==> config.mk <==
export PLATFORM = sky130hd
export DESIGN_NAME = dhrst_ctrl
export DESIGN_NICKNAME = d
export VERILOG_FILES = /design/src/rtl/dhrst_pkg.sv /design/src/rtl/dhrst_ctrl.sv
export SDC_FILE = /design/constraint.sdc
export NUM_CORES = 1
export LEC_CHECK = 0
export ABC_AREA = 1
export BUFFER_PORTS_ARGS = -buffer_cell sky130_fd_sc_hd__buf_2
export CAP_MARGIN = 20
export CORE_AREA = 8 8 45 47
export CTS_CLUSTER_SIZE = 30
export DETAILED_ROUTE_END_ITERATION = 10
export DIE_AREA = 0 0 53 55
export SYNTH_ARGS = -nofsm -noshare
export SYNTH_HDL_FRONTEND = slang
export SYNTH_SLANG_ARGS = --single-unit
export TNS_END_PERCENT = 100
==> constraint.sdc <==
create_clock -name clock -period 2.19 [get_ports clock]
set_input_delay 0.657 -clock clock [delete_from_list [all_inputs] [get_ports clock]]
set_output_delay 0.657 -clock clock [all_outputs]
set_load 0.01 [all_outputs]
==> src/rtl/dhrst_pkg.sv <==
package dhrst_pkg;

   localparam int TABLE_ENTRIES_DEF = 64;

   localparam int REQ_DATA_W = 168;
   localparam int RSP_DATA_W = 152;
   localparam int WINDOW_W   = 16;
   localparam int INDEX_W    = 6;

   localparam logic [15:0] ETH_IPV4      = 16'h0800;
   localparam logic [7:0]  PROTO_UDP     = 8'd17;
   localparam logic [15:0] SERVER_PORT   = 16'd67;
   localparam logic [7:0]  DHCP_OP_REPLY = 8'd2;
   localparam logic [15:0] WINDOW_RESET  = 16'd10;

   localparam logic [1:0] MARK_UNKNOWN = 2'd2;

   localparam logic OPER_FRAME = 1'b0;
   localparam logic OPER_SWEEP = 1'b1;

   typedef struct packed {
      logic load;
      logic run;
      logic insert;
      logic flush;
   } cmd_type;

   typedef struct packed {
      logic req_go;
      logic sweep;
      logic hit;
      logic done;
      logic hold_vld;
      logic out_free;
   } status_type;

   typedef struct packed {
      logic [INDEX_W-1:0] entry_index;
      logic               online;
      logic [47:0]        station_mac;
      logic [31:0]        station_ip;
      logic [31:0]        last_seen;
      logic [31:0]        since_report;
   } result_type;

   typedef struct packed {
      logic [47:0] mac;
      logic [31:0] ip;
      logic [31:0] seen;
   } slot_type;

   typedef struct packed {
      logic [1:0]  mark;
      logic [31:0] rtime;
   } rep_type;

endpackage

==> src/rtl/dhrst_ctrl.sv <==
module dhrst_ctrl (
   input  logic                  clock,
   input  logic                  reset,
   input  logic                  req_tvalid,
   output logic                  req_tready,
   input  dhrst_pkg::status_type status,
   output dhrst_pkg::cmd_type    cmd
);

   typedef enum logic [2:0] {
      S_IDLE  = 3'b001,
      S_SCAN  = 3'b010,
      S_FLUSH = 3'b100
   } state_type;

   state_type state_ff;
   state_type state_in;

   always_comb begin
      state_in   = state_ff;
      cmd        = '0;
      req_tready = 1'b0;
      case (state_ff)
         S_IDLE: begin
            req_tready = 1'b1;
            if (req_tvalid) begin
               cmd.load = 1'b1;
               if (status.req_go) begin
                  state_in = S_SCAN;
               end
            end
         end
         S_SCAN: begin
            cmd.run = 1'b1;
            if (status.hit) begin
               state_in = S_IDLE;
            end else if (status.done) begin
               if (status.sweep) begin
                  state_in = S_FLUSH;
               end else begin
                  cmd.insert = 1'b1;
                  state_in   = S_IDLE;
               end
            end
         end
         S_FLUSH: begin
            cmd.flush = 1'b1;
            if (!status.hold_vld || status.out_free) begin
               state_in = S_IDLE;
            end
         end
         default: begin
            state_in = S_IDLE;
         end
      endcase
   end

   always_ff @(posedge clock) begin
      if (reset) begin
         state_ff <= S_IDLE;
      end else begin
         state_ff <= state_in;
      end
   end

endmodule

==> results.cfg <==
[run_status]
status = finished, final reports clean

[route]
via_per_inst = 3.88
dr.pass1.iters = 4
num_vias = 291
wl_um = 617
drc = 0
drtIter0Drc = 3
postRouteAntennaNets = 0
wire_per_inst_um = 8.23

[flow_run]
cap_violations = 0

[timing]
fmax_mhz = 543
fin_skew_ns = 0.00103
post-route-period-util_pct = 84.1
finalMaxSlewViolations = 0
slew_headroom_pct = 86.7
rsz0062_at_grt = no
tightest_slew_ns = 0.197
fin_crit_ns = 1.84
finalSetupViolations = 0
hold_viol_final = 0
setup_tns_ns = 0

[synth]
synth_seq_cells = 3
yosys-top-cells-area = dfxtp_1, inv_1, nand2_1
synthSimpleGateAreaFrac_pct = 50.0
yosysMostFrequentCell = inv_1
syn_inst = 42
synth_fa_ha_area_share_pct = 0
synth_edf_count = 0
netlist_area_um2 = 230
async_reset_ff_share_pct = 0
synth_common_cells = inv_1, nand2_1, nor2_1
synth_compound_area_share_pct = 4.35
ys_warn_count = 0
syn_nets = 51
synth.area.mux_share_pct = 0
yosysTopAreaCell = dfxtp_1
synth_top_family_by_area = simple AND/OR/NAND/NOR gates
synth-xor-area-share_pct = 0
syn_area_per_cell_um2 = 5.48
ys_seq_area_share_pct = 26.1
synthDistinctLibCells = 11
ys.flop_type = dfxtp_1
synth_top_area_share_pct = 26.1

[worst_setup_path]
crit_type = input port to output pin
worstPathRequired_ns = 1.53
crit_start = status[3]
crit_family = buffers and inverters
start_kind = input port
cp_data_arrival_time_ns = 1.19
rrSetupSlack_ns = 1.23
crit_slowest_cell = nor4_1
worst-path-stages = 3
timing.rr.start = state_ff[1]
cpPeakStageDelay_ns = 0.24
crit_top_cell = buf_2
worst-r2r-cell-count = 6
cp-endpoint = cmd[1]
path_max_fanout = 3
r2r-end = state_ff[2]
worst-path-buf-inv = 2
path_cells = buf_2 -> nor4_1 -> buf_2
cp-end-kind = output pin

[final_layout]
areaGrowthSynthToFinish_pct = 48.4
top_regs = state_ff (3)
final_core_util_pct = 24.7
regMostFlops = state_ff
drive_above_1_share_pct = 33.9
nets = 69
seq_area_um2 = 60.1
multi_input_area_um2 = 125
fillers = 165
largest_reg_flops = 3
fin_area_um2 = 342
antenna_cells = 0

[floorplanning]
die_y_um = 55
rows = 14
start_util_pct = 16.6
fp.dieArea_um2 = 2920
core_area_um2 = 1380
num_io_pins = 14
chipWidth_um = 53

[clocking]
clock_latency_ns = 0.23
path_clk_slew_ns = 0.04
cts_max_level = 1
cts_setup_buffers = 0
ctsHoldBuffers = 0
clock-root-buffer = clkbuf_4
clock-sinks = 3
cts_buffers = 3
clk_path_buf_depth = 2
ctsResizeCount = 0
cts_tree = yes

[place]
post_dp_cell_area_um2 = 315
gp_congestion = 0.690
hpwl_um = 511
io_buffer_count = 13

[global_routing]
grt_overflow = 0
antenna_found_initial = 0
grt_max_degree = 5
grt_pass1_vias = 279
grt_use_total_pct = 4.64
grt_pass1_wl_um = 993

[power_and_ir_drop]
p_switching_uw = 198
ir_worst_vdd_mv = 0.452
p_int_uw = 243
powerDensity_nw_per_um2 = 1290
pwr-share-seq_pct = 24.1
p_sw_share_pct = 44.9
combPwrFrac_pct = 53.4
p_clk_share_pct = 22.6
p_leak_uw = 0.000232

[hold_path]
min-delay-path-class = flip-flop to flip-flop
## worst min-delay path, stage by stage, from the launching register on
cell	delay, ns
dfxtp_1	0.33
inv_1	0.09
nand2_1	0.06
nand2_1	0.05
nor2_1	0.04
## stage by stage
stage | hold slack [ns] | cells | total power, uW | setup slack (ns)
floorplan | 0.555 | 42 | 277 | 0.432
global placement | 0.596 | 71 | 344 | 0.361
detailed placement | 0.610 | 71 | 347 | 0.346
CTS | 0.619 | 75 | 453 | 0.346
global route | 0.635 | 75 | 490 | 0.273
finish | 0.613 | 75 | 440 | 0.348
## cell usage in the layout (no fill, tap or decap)
cell / netlist / final
a21oi_1: 1 / 1
nor2_1: 8 / 8
dfxtp_1: 3 / 3
nand3_1: 3 / 3
inv_2: 1 / 1
buf_2: 0 / 13
clkbuf_1: 0 / 1
nor4_1: 1 / 1
nor2_2: 1 / 1
inv_1: 11 / 11
nand3_2: 2 / 2
nand2_1: 10 / 10
o21ai_0: 1 / 1
clkbuf_4: 0 / 3
## layer usage
| layer | GRT usage [%] | up-vias | part of all wire (%) |
|---|---|---|---|
| met5 | 0 | - | 0 |
| met4 | 0 | 0 | 0 |
| met3 | 4.55 | 0 | 15 |
| met2 | 8.40 | 12 | 47 |
| met1 | 3.80 | 121 | 38 |
| li1 | - | 158 | - |
## area by class of cell
| cell class | instances | area share (%) |
|---|---|---|
| clock buffers | 4 | 7.69 |
| inverters | 12 | 13.2 |
| multi-input cells | 27 | 36.6 |
| flip-flops and latches | 3 | 17.6 |
| well taps | 16 | 5.86 |
| repair buffers | 13 | 19.0 |
## how the worst min path moves through the flow
stage	startpoint	to	slack [ns]	cells past startpoint
floorplan	state_ff[2]	state_ff[2]	0.56	4
global route	reset	state_ff[0]	0.64	3
CTS	state_ff[2]	state_ff[2]	0.62	4
detailed placement	state_ff[2]	state_ff[2]	0.61	4
finish	state_ff[2]	state_ff[2]	0.61	4
global placement	state_ff[2]	state_ff[2]	0.60	4
## power groups by stage
stage	Clock (uW)	Sequential (uW)	Combinational, uW
after floorplan	0	102	175
after global placement	0	107	238
after detailed placement	0	107	240
after CTS	104	106	242
after global routing	109	109	272
final	99.4	106	235
## cells by family after synthesis
kind of cell / count (synthesis)
compound gates: 2
simple gates: 25
buf+inv: 12
flops: 3
Power figures use the tool's default switching activity.
